[src/design/sba_pkg.sv]
package sba_pkg;

    localparam int MAP_BYTES_DEF  = 512;
    localparam int GROW_BYTES_DEF = 8;
    localparam int MAX_CAP        = 512;

    localparam logic [3:0] CMD_ALLOC    = 4'd0;
    localparam logic [3:0] CMD_FREE     = 4'd1;
    localparam logic [3:0] CMD_MARK     = 4'd2;
    localparam logic [3:0] CMD_TEST_ST  = 4'd3;
    localparam logic [3:0] CMD_TEST_NOW = 4'd4;
    localparam logic [3:0] CMD_FIND     = 4'd5;
    localparam logic [3:0] CMD_COMMIT   = 4'd6;
    localparam logic [3:0] CMD_CLEAR    = 4'd7;
    localparam logic [3:0] CMD_RECALC   = 4'd8;
    localparam logic [3:0] CMD_LOAD     = 4'd9;

    localparam logic [7:0] BYTE_FULL = 8'hff;
    localparam logic [7:0] BIT_ONE   = 8'h01;

    typedef struct packed {
        logic [3:0]  cmd;
        logic [11:0] block_number;
        logic [8:0]  byte_index;
        logic [7:0]  byte_value;
    } in_item_t;

    typedef struct packed {
        logic [11:0] result_block;
        logic        flag;
        logic [9:0]  bytes_used;
        logic [11:0] last_used_block;
        logic        status;
    } out_item_t;

    function automatic logic [2:0] low_zero(input logic [7:0] v);
        logic [2:0] p;
        p = 3'd0;
        for (int k = 7; k >= 0; k--)
        begin
            if (!v[k])
            begin
                p = 3'(k);
            end
        end
        return p;
    endfunction

    function automatic logic [2:0] low_one(input logic [7:0] v);
        logic [2:0] p;
        p = 3'd0;
        for (int k = 7; k >= 0; k--)
        begin
            if (v[k])
            begin
                p = 3'(k);
            end
        end
        return p;
    endfunction

    function automatic logic [2:0] high_one(input logic [7:0] v);
        logic [2:0] p;
        p = 3'd0;
        for (int k = 0; k < 8; k++)
        begin
            if (v[k])
            begin
                p = 3'(k);
            end
        end
        return p;
    endfunction

endpackage

[src/design/sba_core.sv]
module sba_core #(
    parameter int MAP_BYTES  = sba_pkg::MAP_BYTES_DEF,
    parameter int GROW_BYTES = sba_pkg::GROW_BYTES_DEF,
    parameter int AW         = 9
) (
    input  logic               clk,
    input  logic               rst_n,
    input  logic               start,
    input  sba_pkg::in_item_t  item,
    output logic               busy,
    output logic               done,
    output sba_pkg::out_item_t res,
    input  logic               take,
    output logic               re,
    output logic [AW-1:0]      raddr,
    input  logic [15:0]        rdata,
    output logic               we,
    output logic [AW-1:0]      waddr,
    output logic [15:0]        wdata
);

    localparam int CAP = (MAP_BYTES < sba_pkg::MAX_CAP) ? MAP_BYTES : sba_pkg::MAX_CAP;
    localparam logic [10:0] CAP_W  = 11'(CAP);
    localparam logic [10:0] GROW_W = 11'(GROW_BYTES);

    typedef enum logic [2:0] {
        S_IDLE, S_RD, S_EV, S_GROW, S_WR, S_OUT
    } state_t;

    state_t      state_reg, state_next;
    logic [3:0]  cmd_reg, cmd_next;
    logic [11:0] blk_reg, blk_next;
    logic [7:0]  bval_reg, bval_next;
    logic [9:0]  ptr_reg, ptr_next;
    logic [9:0]  tgt_reg, tgt_next;
    logic [9:0]  gptr_reg, gptr_next;
    logic [9:0]  in_use_reg, in_use_next;
    logic [9:0]  low_reg, low_next;
    logic [11:0] last_reg, last_next;
    logic [11:0] rblk_reg, rblk_next;
    logic        flag_reg, flag_next;
    logic        stat_reg, stat_next;

    logic [9:0]  byi;
    logic [7:0]  bitm;
    logic        in_rng;
    logic [7:0]  cur_b, st_b, x_b, nc_b, c_b, lo_m, hi_m;
    logic [2:0]  p;
    logic [11:0] n_blk;
    logic [10:0] chunk_sum, chunk_end, gnext;
    logic [9:0]  ibyi;

    assign byi       = {1'b0, blk_reg[11:3]};
    assign bitm      = sba_pkg::BIT_ONE << blk_reg[2:0];
    assign ibyi      = {1'b0, item.block_number[11:3]};
    assign in_rng    = ptr_reg < in_use_reg;
    assign cur_b     = in_rng ? rdata[7:0] : 8'h00;
    assign st_b      = in_rng ? rdata[15:8] : 8'h00;
    assign x_b       = cur_b | st_b;
    assign p         = sba_pkg::low_zero(x_b);
    assign n_blk     = {ptr_reg[8:0], p};
    assign nc_b      = cur_b | bitm;
    assign lo_m      = (ptr_reg == byi) ? (sba_pkg::BYTE_FULL << blk_reg[2:0])
                                        : sba_pkg::BYTE_FULL;
    assign hi_m      = (ptr_reg == {1'b0, last_reg[11:3]})
                       ? (sba_pkg::BYTE_FULL >> (3'd7 - last_reg[2:0]))
                       : sba_pkg::BYTE_FULL;
    assign c_b       = cur_b & ~st_b & lo_m & hi_m;
    assign chunk_sum = {1'b0, in_use_reg} + GROW_W;
    assign chunk_end = (chunk_sum > CAP_W) ? CAP_W : chunk_sum;
    assign gnext     = {1'b0, gptr_reg} + 11'd1;

    assign busy = state_reg != S_IDLE;
    assign done = state_reg == S_OUT;
    assign res  = '{result_block: rblk_reg, flag: flag_reg, bytes_used: in_use_reg,
                    last_used_block: last_reg, status: stat_reg};

    always_comb
    begin
        state_next  = state_reg;
        cmd_next    = cmd_reg;
        blk_next    = blk_reg;
        bval_next   = bval_reg;
        ptr_next    = ptr_reg;
        tgt_next    = tgt_reg;
        gptr_next   = gptr_reg;
        in_use_next = in_use_reg;
        low_next    = low_reg;
        last_next   = last_reg;
        rblk_next   = rblk_reg;
        flag_next   = flag_reg;
        stat_next   = stat_reg;
        re          = 1'b0;
        raddr       = ptr_reg[AW-1:0];
        we          = 1'b0;
        waddr       = ptr_reg[AW-1:0];
        wdata       = {st_b, cur_b};
        case (state_reg)
            S_IDLE:
            begin
                if (start)
                begin
                    cmd_next  = item.cmd;
                    blk_next  = item.block_number;
                    bval_next = item.byte_value;
                    rblk_next = 12'd0;
                    flag_next = 1'b0;
                    stat_next = 1'b0;
                    gptr_next = in_use_reg;
                    ptr_next  = ibyi;
                    state_next = S_RD;
                    case (item.cmd)
                        sba_pkg::CMD_ALLOC:
                        begin
                            ptr_next = low_reg;
                        end
                        sba_pkg::CMD_FREE:
                        begin
                            if (ibyi >= in_use_reg)
                            begin
                                if (low_reg > ibyi)
                                begin
                                    low_next = ibyi;
                                end
                                state_next = S_OUT;
                            end
                        end
                        sba_pkg::CMD_MARK:
                        begin
                            tgt_next = ibyi;
                            if ({1'b0, ibyi} >= CAP_W)
                            begin
                                stat_next  = 1'b1;
                                state_next = S_OUT;
                            end
                            else if (ibyi >= in_use_reg)
                            begin
                                state_next = S_GROW;
                            end
                        end
                        sba_pkg::CMD_TEST_ST, sba_pkg::CMD_TEST_NOW:
                        begin
                            state_next = S_RD;
                        end
                        sba_pkg::CMD_FIND:
                        begin
                            if (item.block_number > last_reg)
                            begin
                                state_next = S_OUT;
                            end
                        end
                        sba_pkg::CMD_COMMIT, sba_pkg::CMD_CLEAR:
                        begin
                            ptr_next = 10'd0;
                            if (item.cmd == sba_pkg::CMD_COMMIT)
                            begin
                                low_next = 10'd0;
                            end
                            if (in_use_reg == 10'd0)
                            begin
                                state_next = S_OUT;
                            end
                        end
                        sba_pkg::CMD_RECALC:
                        begin
                            ptr_next = in_use_reg - 10'd1;
                            if (in_use_reg == 10'd0)
                            begin
                                last_next  = 12'd0;
                                state_next = S_OUT;
                            end
                        end
                        sba_pkg::CMD_LOAD:
                        begin
                            tgt_next = {1'b0, item.byte_index};
                            if ({2'b00, item.byte_index} >= CAP_W)
                            begin
                                stat_next  = 1'b1;
                                state_next = S_OUT;
                            end
                            else if ({1'b0, item.byte_index} >= in_use_reg)
                            begin
                                state_next = S_GROW;
                            end
                            else
                            begin
                                state_next = S_WR;
                            end
                        end
                        default:
                        begin
                            state_next = S_OUT;
                        end
                    endcase
                end
            end
            S_RD:
            begin
                if (cmd_reg == sba_pkg::CMD_ALLOC && {1'b0, ptr_reg} >= CAP_W)
                begin
                    stat_next  = 1'b1;
                    state_next = S_OUT;
                end
                else
                begin
                    re         = 1'b1;
                    state_next = S_EV;
                end
            end
            S_EV:
            begin
                state_next = S_OUT;
                case (cmd_reg)
                    sba_pkg::CMD_ALLOC:
                    begin
                        if (x_b == sba_pkg::BYTE_FULL)
                        begin
                            ptr_next   = ptr_reg + 10'd1;
                            state_next = S_RD;
                        end
                        else
                        begin
                            rblk_next = n_blk;
                            low_next  = ptr_reg;
                            if (n_blk > last_reg)
                            begin
                                last_next = n_blk;
                            end
                            if (!in_rng)
                            begin
                                tgt_next   = ptr_reg;
                                gptr_next  = in_use_reg;
                                state_next = S_GROW;
                            end
                            else
                            begin
                                we    = 1'b1;
                                wdata = {st_b, cur_b | (sba_pkg::BIT_ONE << p)};
                            end
                        end
                    end
                    sba_pkg::CMD_FREE:
                    begin
                        we    = 1'b1;
                        wdata = {st_b, cur_b & ~bitm};
                        if (low_reg > byi && (st_b & bitm) == 8'h00)
                        begin
                            low_next = byi;
                        end
                    end
                    sba_pkg::CMD_MARK:
                    begin
                        we    = 1'b1;
                        wdata = {st_b, nc_b};
                        if (low_reg == byi && nc_b == sba_pkg::BYTE_FULL)
                        begin
                            low_next = low_reg + 10'd1;
                        end
                    end
                    sba_pkg::CMD_TEST_ST:
                    begin
                        flag_next = (st_b & bitm) == 8'h00;
                    end
                    sba_pkg::CMD_TEST_NOW:
                    begin
                        flag_next = (cur_b & bitm) == 8'h00;
                    end
                    sba_pkg::CMD_FIND:
                    begin
                        if (c_b != 8'h00)
                        begin
                            rblk_next = {ptr_reg[8:0], sba_pkg::low_one(c_b)};
                            flag_next = 1'b1;
                        end
                        else if (ptr_reg != {1'b0, last_reg[11:3]})
                        begin
                            ptr_next   = ptr_reg + 10'd1;
                            state_next = S_RD;
                        end
                    end
                    sba_pkg::CMD_COMMIT, sba_pkg::CMD_CLEAR:
                    begin
                        we    = 1'b1;
                        wdata = (cmd_reg == sba_pkg::CMD_COMMIT) ? {cur_b, cur_b}
                                                                 : {st_b, 8'h00};
                        if (ptr_reg + 10'd1 != in_use_reg)
                        begin
                            ptr_next   = ptr_reg + 10'd1;
                            state_next = S_RD;
                        end
                    end
                    sba_pkg::CMD_RECALC:
                    begin
                        if (cur_b == 8'h00)
                        begin
                            in_use_next = ptr_reg;
                            if (ptr_reg == 10'd0)
                            begin
                                last_next = 12'd0;
                            end
                            else
                            begin
                                ptr_next   = ptr_reg - 10'd1;
                                state_next = S_RD;
                            end
                        end
                        else
                        begin
                            last_next = {ptr_reg[8:0], sba_pkg::high_one(cur_b)};
                        end
                    end
                    default:
                    begin
                        state_next = S_OUT;
                    end
                endcase
            end
            S_GROW:
            begin
                we        = 1'b1;
                waddr     = gptr_reg[AW-1:0];
                wdata     = 16'h0000;
                gptr_next = gnext[9:0];
                if (gnext == chunk_end)
                begin
                    in_use_next = chunk_end[9:0];
                    if (chunk_end > {1'b0, tgt_reg})
                    begin
                        state_next = S_WR;
                    end
                end
            end
            S_WR:
            begin
                we         = 1'b1;
                waddr      = tgt_reg[AW-1:0];
                state_next = S_OUT;
                case (cmd_reg)
                    sba_pkg::CMD_ALLOC: wdata = {8'h00, sba_pkg::BIT_ONE};
                    sba_pkg::CMD_MARK:  wdata = {8'h00, bitm};
                    default:            wdata = {bval_reg, bval_reg};
                endcase
            end
            S_OUT:
            begin
                if (take)
                begin
                    state_next = S_IDLE;
                end
            end
            default:
            begin
                state_next = S_IDLE;
            end
        endcase
    end

    always_ff @(posedge clk or negedge rst_n)
    begin
        if (!rst_n)
        begin
            state_reg  <= S_IDLE;
            cmd_reg    <= sba_pkg::CMD_ALLOC;
            blk_reg    <= 12'd0;
            bval_reg   <= 8'd0;
            ptr_reg    <= 10'd0;
            tgt_reg    <= 10'd0;
            gptr_reg   <= 10'd0;
            in_use_reg <= 10'd0;
            low_reg    <= 10'd0;
            last_reg   <= 12'd0;
            rblk_reg   <= 12'd0;
            flag_reg   <= 1'b0;
            stat_reg   <= 1'b0;
        end
        else
        begin
            state_reg  <= state_next;
            cmd_reg    <= cmd_next;
            blk_reg    <= blk_next;
            bval_reg   <= bval_next;
            ptr_reg    <= ptr_next;
            tgt_reg    <= tgt_next;
            gptr_reg   <= gptr_next;
            in_use_reg <= in_use_next;
            low_reg    <= low_next;
            last_reg   <= last_next;
            rblk_reg   <= rblk_next;
            flag_reg   <= flag_next;
            stat_reg   <= stat_next;
        end
    end

endmodule

[config.mk]
export PLATFORM = sky130hd
export DESIGN_NAME = sba_core
export DESIGN_NICKNAME = d
export VERILOG_FILES = /design/src/design/sba_pkg.sv /design/src/design/sba_core.sv
export SDC_FILE = /design/constraint.sdc
export NUM_CORES = 1
export LEC_CHECK = 0
export ABC_AREA = 1
export BUFFER_PORTS_ARGS = -buffer_cell sky130_fd_sc_hd__buf_2
export CAP_MARGIN = 30
export CORE_MARGIN = 3
export CORE_UTILIZATION = 55
export DETAILED_ROUTE_END_ITERATION = 8
export MAX_ROUTING_LAYER = met4
export PLACE_DENSITY = 0.75
export SYNTH_ARGS = -nofsm -noshare
export SYNTH_HDL_FRONTEND = slang
export SYNTH_SLANG_ARGS = --single-unit
[constraint.sdc]
create_clock -name clk -period 3.65 [get_ports clk]
set_input_delay 0.365 -clock clk [delete_from_list [all_inputs] [get_ports clk]]
set_output_delay 0.365 -clock clk [all_outputs]
set_load 0.02 [all_outputs]
==> summary.txt <==
Status = complete, but fails checks
Failing checks = negative setup slack
Final setup vio count = 2
Leak = 6.49 nW
Psw = 0.00763 W
First-pass GRT wire length = 64900 um
Fill count = 1764
Final #Nets = 1975
R2r setup slk = 0.08 ns
Reg-to-Reg Start = in_use_reg[9]
Rel. slew slack = 0.269
CP endpoint kind = output port
Fin. max-slew vios = 0
Fin. Hold Viols = 0
Placed Instances = 2060
Critical path data required time = 3.28 ns
Crit Path Max Fanout = 7
# Max-Cap Violations = 0
Gate Count Post-Synth = 1683
Startpoint Class = flop
Antenna cells = 0
Initial antenna violation count = 0
Internal Power = 0.00558 W
TritonCTS clock tree = built
Post-synthesis mux area share = 0.00104
Clk pwr share = 0.082
Setup WS pre-CTS = 0.0683 ns
Final Non-Filler Cells = 2101
Mapped Nets = 1822
Worst reg2reg path endpoint = last_reg[5]
Worst setup margin = -0.0129 ns
Worst-Margin Slew = 1.08 ns
Ys async rst share = 1.00
Vias in the first global route = 11600
Main synth FF type = dfrtp_1
Overflow after GRT = 0
H-tree Lvls = 3
Layout area overhead = 18.7%
Comb pwr share = 0.761
Most frequent cells in the layout = 384 x nand2_1, 206 x inv_1, 179 x nor2_1
Syn_area_per_cell = 6.42 um^2
Share of layout cells above drive strength 1 = 0.188
CP Class = reg2out
TritonRoute pass-1 iters = 6
Worst endpoint data arrival time = 3.30 ns
Number of DRC markers in iteration 0 = 1485
Total CTS buffers = 9
Yosys reg bits = 103
Synth Area in Simple Gates = 0.329
Clk pin slew, worst setup/hold paths = 0.09 ns
FMAX = 0.273 GHz
Clock skew = 0.00987 ns
Post-synth cell types = 61
Worst reg-to-reg path cell count = 24
DPL Wire Length = 32900 um
GRT Total Usage = 0.394
ANT nets after route = 0
PD cells = 1030 nW/um^2
Final WL = 43500 um
XOR/XNOR share of the synthesized area = 0.0194
Most common cell after layout, fill and taps aside = nand2_1
Sequential area share after synthesis = 0.238
Largest family of logic cells by synthesized area = simple AND/OR/NAND/NOR gates
Die area = 21400 um^2
Period minus WS final = 3.66 ns
Number of synthesized flops with an enable pin = 0
Vias = 12800
GPL Wtd Cong = 1.08
Tcrit/Tclk final = 1.00
Switching part of the total = 0.578
DRC errors left = 0
CP startpoint = in_use_reg[9]
Core Area = 19000 um^2
Die X-Extent = 146 um
Post-synthesis adder-cell area fraction = 0.0995
Largest net degree at the start of global routing = 71
Initial Util = 0.568
Power share of the sequential group = 0.157
Clock buffer depth = 2
Clock Sinks = 103
Synth Area in Compound Gates = 0.201
RSZ-0062 raised after global routing = true
Number of vias per cell = 6.11
Drt wl/cell = 20.7 um
Die Y = 146 um
Cell Area, Synth = 10800 um^2
I/O Pins = 127
Yosys Warn Count = 0
Max IR drop VDD = 0.000449 V
Hold WC Path Type = in2reg
Worst-Skew Late Latency = 0.36 ns
Input/output buffers = 126
CP endpoint = wdata[6]
CTS root buffer = clkbuf_16
Num rows = 50
==> power groups by stage <==
stage	logic [W]	registers (W)	clock network (W)
after global routing	0.0109	0.00213	0.00111
final	0.0101	0.00207	0.00108
after floorplan	0.00607	0.00212	0
after global placement	0.00879	0.00205	0
after detailed placement	0.00889	0.00206	0
after CTS	0.00893	0.00204	0.00108
==> how the worst min path moves through the flow <==
stage,start,end,cells after the start
detailed placement,rblk_reg[3],rblk_reg[3],2
CTS,rst_n,last_reg[0],1
global route,item[5],bval_reg[5],3
global placement,rblk_reg[1],rblk_reg[1],2
floorplan,rst_n,blk_reg[0],0
finish,item[2],bval_reg[2],3
==> Yosys cell counts (all sizes together) (19+ instances only) <==
cell type / number / share of area
o221ai: 19 / 0.016
nor3: 28 / 0.015
xor2: 20 / 0.016
o211ai: 19 / 0.013
dfrtp: 103 / 0.24
nor2: 187 / 0.068
nand4: 30 / 0.017
ha: 86 / 0.10
nand3: 122 / 0.057
o21ai: 147 / 0.071
buf: 36 / 0.023
inv: 216 / 0.075
clkbuf: 35 / 0.012
a21oi: 108 / 0.051
nand2: 432 / 0.16
==> per-layer routing <==
| metal | vias up | part of all wire | global-route usage |
|---|---|---|---|
| met2 | 863 | 0.45 | 0.599 |
| li1 | 5937 | - | - |
| met4 | 0 | 0.038 | 0.150 |
| met3 | 143 | 0.12 | 0.0801 |
| met5 | - | 0 | - |
| met1 | 5896 | 0.39 | 0.521 |
==> stage by stage <==
stage          total power [W]  utilization  TNS, ns  hold WS [ns]  cell area, um^2
2_1_floorplan          0.00819            -        0        0.0694            10800
3_3_place_gp            0.0108        0.625        0         0.460            11900
3_5_place_dp            0.0109        0.625        0         0.468            11900
4_1_cts                 0.0120        0.641        0         0.181            12200
5_1_grt                 0.0141        0.675    -1.91         0.270            12800
6_report                0.0132        0.675  -0.0204         0.244            12800
==> layout make-up <==
class	instances	area, um^2	share of cell area
inverters	221	833	0.0649
flip-flops and latches	103	2580	0.201
clock buffers	11	243	0.0189
well taps	260	325	0.0253
clock inverters	5	65.1	0.00507
multi-input cells	1289	7410	0.577
repair buffers	212	1380	0.108
==> logic make-up after synthesis <==
| logic type | Yosys count |
|---|---|
| simple gates | 815 |
| compound gates | 362 |
| buf+inv | 292 |
| flops | 103 |
| fa+ha+maj | 86 |
| xor+xnor | 24 |
| mux | 1 |
==> worst max-delay path, stage by stage (launching register included) <==
cell,delay (ns)
dfrtp_1,0.37
clkinv_2,0.09
ha_4,0.26
nand2_2,0.07
nand2_2,0.06
a21oi_4,0.15
nand2_2,0.08
nor2_4,0.27
clkbuf_16,0.25
nand2_4,0.07
nand2_4,0.09
buf_4,0.12
nand3_2,0.09
a21oi_2,0.20
buf_4,0.16
nand3_1,0.11
a21oi_1,0.16
o21ai_1,0.11
nand3_1,0.09
buf_4,0.14
==> repair_timing <==
item / CTS / global route
gates resized for setup: 1 / 96
hold buffers: 0 / 1
setup buffers: 0 / 19
pin swaps: 0 / 36
hold endpoints to repair: 0 / 10
cloned: 0 / 4
endpoints found under the setup margin: 2 / 23
Note: power is estimated with default switching activity, not from simulation.
